<file path="config.mk">
export PLATFORM = sky130hd
export DESIGN_NAME = serial_frame_receiver
export DESIGN_NICKNAME = d
export VERILOG_FILES = /design/src/rtl/core/sfr_pkg.sv /design/src/rtl/core/sfr_cfg_regs.sv /design/src/rtl/core/sfr_parser.sv /design/src/rtl/core/serial_frame_receiver.sv
export SDC_FILE = /design/constraint.sdc
export NUM_CORES = 1
export LEC_CHECK = 0
export ABC_AREA = 1
export BUFFER_PORTS_ARGS = -buffer_cell sky130_fd_sc_hd__buf_2
export CAP_MARGIN = 40
export CORE_ASPECT_RATIO = 1.75
export CORE_UTILIZATION = 50
export DETAILED_ROUTE_END_ITERATION = 12
export GPL_TIMING_DRIVEN = 1
export HOLD_SLACK_MARGIN = 0.15
export PLACE_DENSITY = 0.81
export SETUP_SLACK_MARGIN = 0.02
export SLEW_MARGIN = 20
export SYNTH_ARGS = -nofsm -noshare
export SYNTH_HDL_FRONTEND = slang
export SYNTH_SLANG_ARGS = --single-unit
export TNS_END_PERCENT = 1
</file>
<file path="constraint.sdc">
create_clock -name clk -period 7.7 [get_ports clk]
set_input_delay 0.385 -clock clk [delete_from_list [all_inputs] [get_ports clk]]
set_output_delay 0.385 -clock clk [all_outputs]
set_load 0.01 [all_outputs]
</file>
<file path="src/rtl/core/sfr_pkg.sv">
package sfr_pkg;

  localparam int ADDR_BYTES = 6;
  localparam int STATION_W  = 48;

  localparam logic [7:0] SYNC_BYTE = 8'hFF;
  localparam logic [7:0] SUM_TOP   = 8'hFF;

  // result kinds
  localparam logic [2:0] KIND_PAYLOAD = 3'd0;
  localparam logic [2:0] KIND_GOOD    = 3'd1;
  localparam logic [2:0] KIND_BAD_SUM = 3'd2;
  localparam logic [2:0] KIND_REJECT  = 3'd3;
  localparam logic [2:0] KIND_TIMEOUT = 3'd4;

  // register indexes (byte address = 4 * index)
  localparam logic [1:0] REG_EXP_LEN    = 2'd0;
  localparam logic [1:0] REG_FAST_MODE  = 2'd1;
  localparam logic [1:0] REG_HUNT_LIMIT = 2'd2;

  localparam logic [15:0] EXP_LEN_RST    = 16'd204;
  localparam logic [15:0] HUNT_LIMIT_RST = 16'd512;

  typedef struct packed {
    logic [15:0] expected_length;
    logic        fast_mode;
    logic [15:0] hunt_limit;
  } cfg_t;

  typedef struct packed {
    logic [2:0]           kind;
    logic [7:0]           data;
    logic [15:0]          byte_index;
    logic [STATION_W-1:0] station_address;
  } result_t;

endpackage

</file>
<file path="src/rtl/core/sfr_cfg_regs.sv">
module sfr_cfg_regs (
  input  logic               clk,
  input  logic               rst,
  input  logic               psel,
  input  logic               penable,
  input  logic               pwrite,
  input  logic [3:0]         paddr,
  input  logic [31:0]        pwdata,
  output logic [31:0]        prdata,
  output logic               pready,
  output sfr_pkg::cfg_t      cfg
);

  logic       wr_en;
  logic [1:0] reg_idx;

  assign pready  = 1'b1;
  assign wr_en   = psel & penable & pwrite;
  assign reg_idx = paddr[3:2];

  always_ff @(posedge clk) begin
    if (rst) begin
      cfg.expected_length <= sfr_pkg::EXP_LEN_RST;
      cfg.fast_mode       <= 1'b0;
      cfg.hunt_limit      <= sfr_pkg::HUNT_LIMIT_RST;
    end else if (wr_en) begin
      unique case (reg_idx)
        sfr_pkg::REG_EXP_LEN:    cfg.expected_length <= pwdata[15:0];
        sfr_pkg::REG_FAST_MODE:  cfg.fast_mode       <= pwdata[0];
        sfr_pkg::REG_HUNT_LIMIT: cfg.hunt_limit      <= pwdata[15:0];
        default: ;
      endcase
    end
  end

  always_comb begin
    unique case (reg_idx)
      sfr_pkg::REG_EXP_LEN:    prdata = {16'd0, cfg.expected_length};
      sfr_pkg::REG_FAST_MODE:  prdata = {31'd0, cfg.fast_mode};
      sfr_pkg::REG_HUNT_LIMIT: prdata = {16'd0, cfg.hunt_limit};
      default:                 prdata = 32'd0;
    endcase
  end

endmodule

</file>
<file path="src/rtl/core/sfr_parser.sv">
module sfr_parser (
  input  logic              clk,
  input  logic              rst,
  input  sfr_pkg::cfg_t     cfg,
  input  logic              step,
  input  logic [7:0]        rx_byte,
  output logic              hit,
  output sfr_pkg::result_t  res
);

  localparam logic [2:0] PH_HUNT    = 3'd0;
  localparam logic [2:0] PH_LEN_LO  = 3'd1;
  localparam logic [2:0] PH_LEN_HI  = 3'd2;
  localparam logic [2:0] PH_ADDR    = 3'd3;
  localparam logic [2:0] PH_PAYLOAD = 3'd4;
  localparam logic [2:0] PH_CHECK   = 3'd5;

  // the address field is always six bytes, kept whole as the 48-bit station address
  logic [2:0]                    phase, phase_next;
  logic [15:0]                   hunt_count, hunt_count_next;
  logic [15:0]                   frame_length, frame_length_next;
  logic [sfr_pkg::STATION_W-1:0] address_reg, address_reg_next;
  logic [15:0]                   position, position_next;
  logic [7:0]                    running_sum, running_sum_next;
  logic [15:0]                   pos_inc;
  logic [7:0]                    want;

  assign pos_inc = position + 16'd1;
  assign want    = sfr_pkg::SUM_TOP - running_sum;

  always_comb begin
    phase_next        = phase;
    hunt_count_next   = hunt_count;
    frame_length_next = frame_length;
    address_reg_next  = address_reg;
    position_next     = position;
    running_sum_next  = running_sum;
    hit               = 1'b0;
    res.kind            = sfr_pkg::KIND_PAYLOAD;
    res.data            = 8'd0;
    res.byte_index      = 16'd0;
    res.station_address = address_reg;

    unique case (phase)
      PH_HUNT: begin
        if (!cfg.fast_mode && (hunt_count >= cfg.hunt_limit)) begin
          // timeout eats this byte, even a sync byte
          hunt_count_next     = 16'd0;
          hit                 = 1'b1;
          res.kind            = sfr_pkg::KIND_TIMEOUT;
          res.station_address = '0;
        end else begin
          if (!cfg.fast_mode) hunt_count_next = hunt_count + 16'd1;
          if (rx_byte == sfr_pkg::SYNC_BYTE) begin
            phase_next        = PH_LEN_LO;
            frame_length_next = 16'd0;
            address_reg_next  = '0;
            position_next     = 16'd0;
            running_sum_next  = 8'd0;
          end
        end
      end
      PH_LEN_LO: begin
        frame_length_next = {8'd0, rx_byte};
        phase_next        = PH_LEN_HI;
      end
      PH_LEN_HI: begin
        frame_length_next = {rx_byte, frame_length[7:0]};
        position_next     = 16'd0;
        phase_next        = PH_ADDR;
      end
      PH_ADDR: begin
        address_reg_next = {address_reg[sfr_pkg::STATION_W-9:0], rx_byte};
        position_next    = pos_inc;
        if (pos_inc >= 16'(sfr_pkg::ADDR_BYTES)) begin
          position_next    = 16'd0;
          running_sum_next = 8'd0;
          if (frame_length != cfg.expected_length) begin
            phase_next          = PH_HUNT;
            hunt_count_next     = 16'd0;
            hit                 = 1'b1;
            res.kind            = sfr_pkg::KIND_REJECT;
            res.byte_index      = frame_length;
            res.station_address = address_reg_next;
          end else begin
            phase_next = (frame_length == 16'd0) ? PH_CHECK : PH_PAYLOAD;
          end
        end
      end
      PH_PAYLOAD: begin
        hit              = 1'b1;
        res.kind         = sfr_pkg::KIND_PAYLOAD;
        res.data         = rx_byte;
        res.byte_index   = position;
        running_sum_next = running_sum + rx_byte;
        position_next    = pos_inc;
        if (pos_inc >= frame_length) phase_next = PH_CHECK;
      end
      PH_CHECK: begin
        phase_next      = PH_HUNT;
        hunt_count_next = 16'd0;
        hit             = 1'b1;
        res.kind        = (rx_byte == want) ? sfr_pkg::KIND_GOOD : sfr_pkg::KIND_BAD_SUM;
        res.data        = rx_byte;
        res.byte_index  = frame_length;
      end
      default: begin
        phase_next      = PH_HUNT;
        hunt_count_next = 16'd0;
      end
    endcase
  end

  always_ff @(posedge clk) begin
    if (rst) begin
      phase        <= PH_HUNT;
      hunt_count   <= 16'd0;
      frame_length <= 16'd0;
      address_reg  <= '0;
      position     <= 16'd0;
      running_sum  <= 8'd0;
    end else if (step) begin
      phase        <= phase_next;
      hunt_count   <= hunt_count_next;
      frame_length <= frame_length_next;
      address_reg  <= address_reg_next;
      position     <= position_next;
      running_sum  <= running_sum_next;
    end
  end

endmodule

</file>
<file path="src/rtl/core/serial_frame_receiver.sv">
// Channel  Handshake          Payload                                  Role
// rx       rx_valid/rx_ready  rx_byte[7:0]                             received bytes in
// res      res_valid/res_ready kind[2:0] data[7:0] byte_index[15:0]    results out
//                             station_address[47:0]
// cfg      psel/penable/pwrite paddr[3:0] pwdata/prdata[31:0] pready   register access
//
// One byte per cycle sustained while res_ready stays high; a byte passes through the input
// register and the parser into the result register before its result is valid.
// The rate is set by the parser update between the input and result registers.
// rst is synchronous, active high: parser back to hunting, registers to reset values.
// A stalled result holds the input register; rx_ready drops only when both stages are full.
module serial_frame_receiver (
  input  logic        clk,
  input  logic        rst,
  // byte input
  input  logic        rx_valid,
  output logic        rx_ready,
  input  logic [7:0]  rx_byte,
  // results
  output logic        res_valid,
  input  logic        res_ready,
  output logic [2:0]  kind,
  output logic [7:0]  data,
  output logic [15:0] byte_index,
  output logic [47:0] station_address,
  // register port
  input  logic        psel,
  input  logic        penable,
  input  logic        pwrite,
  input  logic [3:0]  paddr,
  input  logic [31:0] pwdata,
  output logic [31:0] prdata,
  output logic        pready
);

  sfr_pkg::cfg_t    cfg;
  sfr_pkg::result_t step_res;
  sfr_pkg::result_t res_q;
  logic             step_hit;

  // input register
  logic       in_full;
  logic [7:0] in_byte;
  // the held byte moves through the parser when the result slot is free
  logic       step;

  assign step     = in_full & (~res_valid | res_ready);
  assign rx_ready = ~in_full | step;

  always_ff @(posedge clk) begin
    if (rst) begin
      in_full <= 1'b0;
    end else if (rx_valid && rx_ready) begin
      in_full <= 1'b1;
    end else if (step) begin
      in_full <= 1'b0;
    end
  end

  always_ff @(posedge clk) begin
    if (rx_valid && rx_ready) begin
      in_byte <= rx_byte;
    end
  end

  sfr_cfg_regs u_cfg (
    .clk     (clk),
    .rst     (rst),
    .psel    (psel),
    .penable (penable),
    .pwrite  (pwrite),
    .paddr   (paddr),
    .pwdata  (pwdata),
    .prdata  (prdata),
    .pready  (pready),
    .cfg     (cfg)
  );

  sfr_parser u_parser (
    .clk     (clk),
    .rst     (rst),
    .cfg     (cfg),
    .step    (step),
    .rx_byte (in_byte),
    .hit     (step_hit),
    .res     (step_res)
  );

  // result register; bytes that make no result leave it empty
  always_ff @(posedge clk) begin
    if (rst) begin
      res_valid <= 1'b0;
    end else if (step) begin
      res_valid <= step_hit;
    end else if (res_ready) begin
      res_valid <= 1'b0;
    end
  end

  always_ff @(posedge clk) begin
    if (step && step_hit) begin
      res_q <= step_res;
    end
  end

  assign kind            = res_q.kind;
  assign data            = res_q.data;
  assign byte_index      = res_q.byte_index;
  assign station_address = res_q.station_address;

endmodule

</file>
==> results of run 1 <==
-- area by class of cell --
class	count	share of cell area (%)
inverters	151	4.17
well taps	304	2.80
clock buffers	24	4.02
clock inverters	13	0.819
flip-flops and latches	225	39.2
repair buffers	160	7.36
multi-input cells	1142	41.6
-- path summary, 6_finish.rpt --
kind         cells past startpoint  slack (ns)                  endpoint
max                             15        4.34             byte_index[7]
min                              3        0.18             u_cfg.cfg[14]
max reg2reg                     15        4.34             byte_index[7]
min reg2reg                      2        0.46  u_parser.address_reg[42]
-- per-layer routing --
metal | part of all wire, % | routed length, um | GRT usage, %
met1 | 36 | 11300 | 25.9
met2 | 52 | 16500 | 47.6
met3 | 4.8 | 1530 | 3.02
met4 | 7.4 | 2360 | 19.8
met5 | 0 | 0 | 0
-- timing repair --
item / in CTS / in global routing
endpoints found under the hold margin: 24 / 0
hold buffers: 21 / 0
buffers inserted: 0 / 0
-- logic make-up after synthesis --
family | synth area share (%)
adders and majority gates | 4.54
AOI/OAI and AO/OA | 12.6
DFF | 44.4
xor gates and xnor gates | 1.61
buffers and inverters | 8.94
and+or+nand+nor | 27.8
other | 0.0626
-- critical path, delay by kind of cell (launching register included) --
kind / cells / cell delay (ns)
buffers and inverters: 3 / 0.57
and+or+nand+nor: 11 / 1.70
DFF: 1 / 0.46
adders and majority gates: 1 / 0.24
-- power by group through the flow --
stage	clock, mW	combinational (mW)	sequential [mW]
floorplan	0	0.106	1.30
global placement	0	0.157	1.30
detailed placement	0	0.161	1.30
CTS	1.03	0.170	1.27
global route	1.08	0.190	1.27
finish	1.02	0.174	1.27
-- cell usage after synthesis, types with 3 or more instances --
| library cell | n |
|---|---|
| xor2_1 | 18 |
| inv_1 | 148 |
| nand2_1 | 480 |
| dfxtp_1 | 142 |
| edfxtp_1 | 83 |
| nor2_1 | 109 |
| nand3_2 | 3 |
| clkbuf_1 | 40 |
| nand3_1 | 120 |
| nor3_1 | 12 |
| o21ai_0 | 107 |
| ha_1 | 42 |
| nor4_1 | 3 |
| a21oi_1 | 137 |
| nand2_2 | 7 |
| buf_2 | 15 |
| o21ai_2 | 20 |
| buf_4 | 21 |
| nand3b_1 | 3 |
| buf_6 | 7 |
| or2_2 | 4 |
| o211ai_1 | 4 |
| a21o_1 | 3 |
| nor2_4 | 6 |
| xnor2_1 | 4 |
| o22ai_1 | 6 |
| nand4_1 | 24 |
==> results.txt, run 1 <==
Iter 0 DRT Violations: 1001
Fillers: 2071
Htree depth: 1
Post-Syn Instances: 1589
Final setup violation count: 0
Final hold slack: 0.175 ns
Row count: 74
Fin Setup TNS: 0 ns
Number of synthesized flops with an enable pin: 83
Max stage delay on crit path: 0.46 ns
Sequential area share after synthesis: 44.4%
Synth top area share: 23.7%
Clock share of power: 41.3%
Setup ws final: 4.34 ns
Launching point of the worst reg2reg path: u_parser.position[0]
Global Route Usage Sum: 25.6%
Pwr Total: 2.47 mW
Cell Count, Final, Fillers Out: 2019
Critical Path End Type: register
Average cell area after synthesis: 7.55 um^2
Leakage: 5.93 nW
Num ports: 161
Arr. time, crit path: 3.55 ns
Hold path start: pwdata[14]
Multi-input logic area: 5660 um^2
DRC errors left: 0
Sw Pwr: 606 uW
Total number of vias: 11100
Sequential standard cell area: 5340 um^2
Clk slew on worst S/H paths: 0.07 ns
Post-synth top flop: dfxtp_1
CORE AREA: 23400 um^2
Post-Place Cells: 1959
Status: completed
Tightest Pin Transition: 0.849 ns
Skew-Pair Late Insertion Delay: 0.52 ns
Vias per cell: 5.48
Fin. max-slew vios: 0
MaxCap Viol Count: 0
First-pass detailed-route iteration total: 5
Wire per inst: 15.7 um
DRT Wirelength: 31800 um
Share of power burned in registers: 51.6%
Final Core Density: 58.1%
Critical Path Source: u_parser.position[0]
Finished layout cell area: 13600 um^2
Mapped cell area: 12000 um^2
Peak supply drop: 140 uV
Most frequent cells in the layout: nand2_1 (480), inv_1 (147), dfxtp_1 (142)
Ranking of synthesized cells by area: dfxtp_1 (24%), edfxtp_1 (21%), nand2_1 (15%), a21oi_1 (5.7%), nand3_1 (5.0%)
TritonCTS buffer count: 21
Initial core utilization: 51.2%
Largest area contributor in the netlist: dfxtp_1
Number of synthesized register bits: 225
Cts repair resizes: 0
Final antenna-violating net count: 0
CTS tree: yes
Worst min-delay path category: in2reg
Largest net degree at the start of global routing: 86
Vias in the first global route: 10500
Area after DPL: 12700 um^2
Num Clock Sinks: 225
GRT Residual Overflow: 0
Kind of start point of the critical path: register
Most used cell, CP: nand2_1
Final hold vios: 0
Clock Tree Buf Depth: 3
Pint: 1.86 mW
Root Driver: clkbuf_16
Crit path required time: 7.88 ns
Gate power share: 7.1%
Layout overhead on the synthesized area: 13.3%
Diode count: 0
Power per cell area: 181 nW/um^2
Switching portion of total power: 24.6%
Post-synth ARST share: 0%
Final period util: 43.7%
Antenna violations before repair: 0
Die Height: 207 um
Most common cell after layout, fill and taps aside: nand2_1
Die Width: 119 um
Place WS: 4.13 ns
Max_slew headroom: 43.4%
Post-synth cell types: 42
HPWL reported at the end of detailed placement: 22200 um
CP Cell Sequence: ha_1 -> nand2_2 -> nor2_1 -> nand3_1 -> nand2_1 -> nand2_1 -> nand3_1 -> nor2_2 -> nand3_2 -> nand3_4 -> nand2_1 -> nand2_1 -> inv_2 -> buf_4 -> buf_16
Setup Skew: 0.0127 ns
RSZ-0062 raised after global routing: false
CP Max Fanout: 61
Crit path time final: 3.36 ns
GPL Wtd Cong: 0.924
Global-route wire length before repair: 50300 um
Worst path slowest cell: dfxtp_1
Fmax: 0.297 GHz
Layout cells sized above 1: 13.1%
Crit path kind: reg2reg
Nets: 1795
Total die area: 24700 um^2
Warnings, synthesis: 0
Number of port buffers: 125
Note: power is estimated with default switching activity, not from simulation.
==> run 2, diff against run 1 <==
- PLACE_DENSITY: 0.81 -> 0.84
- clock period: 7.7 -> 2.75 ns (I/O delays scaled with it)
==> run 2 against run 1 <==
Compared with the run above:
- die area did not move
- global-route usage increased by 1.5 points
- via count grew 3.4%
- sequential power increased to 2.8 times the previous value
- routed wire length increased by 5.5%
- largest cell class unchanged
==> results.txt, run 2 (synthesis results as in run 1) <==
Status: completed
Kind of start point of the critical path: register
Final Core Density: 60.9%
Clock share of power: 43.0%
Layout overhead on the synthesized area: 18.8%
Share of power burned in registers: 49.0%
Row count: 74
GRT Residual Overflow: 0
HPWL reported at the end of detailed placement: 24000 um
Power per cell area: 507 nW/um^2
Num ports: 161
Fin. max-slew vios: 0
Num Clock Sinks: 225
Nets: 1850
Most common cell after layout, fill and taps aside: nand2_1
MaxCap Viol Count: 0
Sw Pwr: 1.71 mW
Switching portion of total power: 23.7%
Crit path time final: 2.60 ns
Crit path required time: 3.02 ns
Clk slew on worst S/H paths: 0.07 ns
Final hold vios: 0
RSZ-0062 raised after global routing: true
Global Route Usage Sum: 27.1%
Global-route wire length before repair: 53100 um
Vias per cell: 5.51
TritonCTS buffer count: 21
Setup ws final: 0.154 ns
Crit path kind: reg2reg
Worst min-delay path category: in2reg
Clock Tree Buf Depth: 3
Die Height: 207 um
CP Max Fanout: 30
Number of port buffers: 125
Final setup violation count: 0
GPL Wtd Cong: 0.968
Total die area: 24700 um^2
Leakage: 6.29 nW
First-pass detailed-route iteration total: 7
Pint: 5.52 mW
Layout cells sized above 1: 16.2%
Antenna violations before repair: 0
DRT Wirelength: 33500 um
Iter 0 DRT Violations: 985
DRC errors left: 0
Setup Skew: 0.0181 ns
Skew-Pair Late Insertion Delay: 0.52 ns
Tightest Pin Transition: 0.759 ns
Largest net degree at the start of global routing: 81
Fillers: 1970
Max_slew headroom: 49.4%
Total number of vias: 11400
Htree depth: 1
Vias in the first global route: 11200
Final period util: 94.4%
Final antenna-violating net count: 0
Root Driver: clkbuf_16
Wire per inst: 16.1 um
Die Width: 119 um
Most frequent cells in the layout: nand2_1 (477), inv_1 (147), a21oi_1 (136)
Arr. time, crit path: 2.87 ns
Fmax: 0.385 GHz
Gate power share: 8.0%
CTS tree: yes
Critical Path End Type: register
CORE AREA: 23400 um^2
Peak supply drop: 589 uV
Diode count: 0
Initial core utilization: 51.2%
Place WS: 0.0910 ns
## run 2: cell count changes in the layout (fill, tap and decap cells not counted), moves of 3 or more
cell | before | now
dlygate4sd3_1 | 21 | 34
buf_12 | 0 | 7
nand2_1 | 480 | 477
dfxtp_2 | 0 | 6
buf_4 | 11 | 48
dfxtp_1 | 142 | 134
clkinv_2 | 4 | 1
## run 2: final timing paths
path | from | end | slack [ns] | depth (start not counted)
worst max-delay path | u_parser.position[0] | byte_index[13] | 0.15 | 13
worst min-delay path | pwrite | u_cfg.cfg[0] | 0.23 | 5
worst max register to register | u_parser.position[0] | byte_index[13] | 0.15 | 13
worst min register to register | u_parser.address_reg[41] | u_parser.address_reg[41] | 0.46 | 2
## run 2: cell type report
class	instances	area (um^2)	area share, %
multi-input cells	1142	5720	40.1
flip-flops and latches	225	5350	37.5
repair buffers	215	1490	10.5
clock buffers	29	628	4.41
inverters	151	571	4.00
well taps	304	380	2.67
clock inverters	9	110	0.772
## run 2: worst max-delay path, stage by stage (launching register included)
cell and delay (ns):
dfxtp_4 0.39, ha_4 0.16, nand2_4 0.07, nor2_2 0.19
nand4_1 0.13, nand2_1 0.11, nand3_1 0.09, nor2_2 0.27
nand3_2 0.17, nand3_4 0.14, nand2_2 0.07, nand2_2 0.10
clkinvlp_4 0.21, buf_12 0.24
## run 2: repair_timing
item | in CTS | in global routing
gates cloned | 0 | 0
hold buffers | 34 | 0
hold endpoints to repair | 63 | 0
setup buffers | 0 | 0
pin swaps | 1 | 4
resized for setup | 0 | 14
setup endpoints to repair | 2 | 32
## run 2: metal layers
metal	vias up	routed length [um]	global-route usage [%]	share of wire (%)
met2	489	17200	50.4	51
met4	0	2960	23.9	8.8
met3	169	1720	2.97	5.1
met1	5257	11600	26.4	35
li1	5521	-	-	-
met5	-	0	0	0
## run 2: power by group through the flow
stage | registers [mW] | logic [mW] | clock network, mW
after floorplan | 3.64 | 0.300 | 0
after global placement | 3.61 | 0.513 | 0
after detailed placement | 3.62 | 0.528 | 0
after CTS | 3.54 | 0.566 | 3.13
after global routing | 3.54 | 0.624 | 3.26
final | 3.54 | 0.579 | 3.10
## run 2: metrics by stage
step	cell area, um^2	power, mW	setup TNS, ns	hold slack [ns]	std cells
after floorplan	12100	3.94	-22.10	0.236	1604
after detailed placement	13100	4.14	0	0.316	2003
after CTS	14200	7.24	0	0.172	2075
final	14300	7.22	0	0.230	2075
after global placement	13100	4.13	0	0.315	2002
after global routing	14300	7.42	-0.0400	0.242	2075
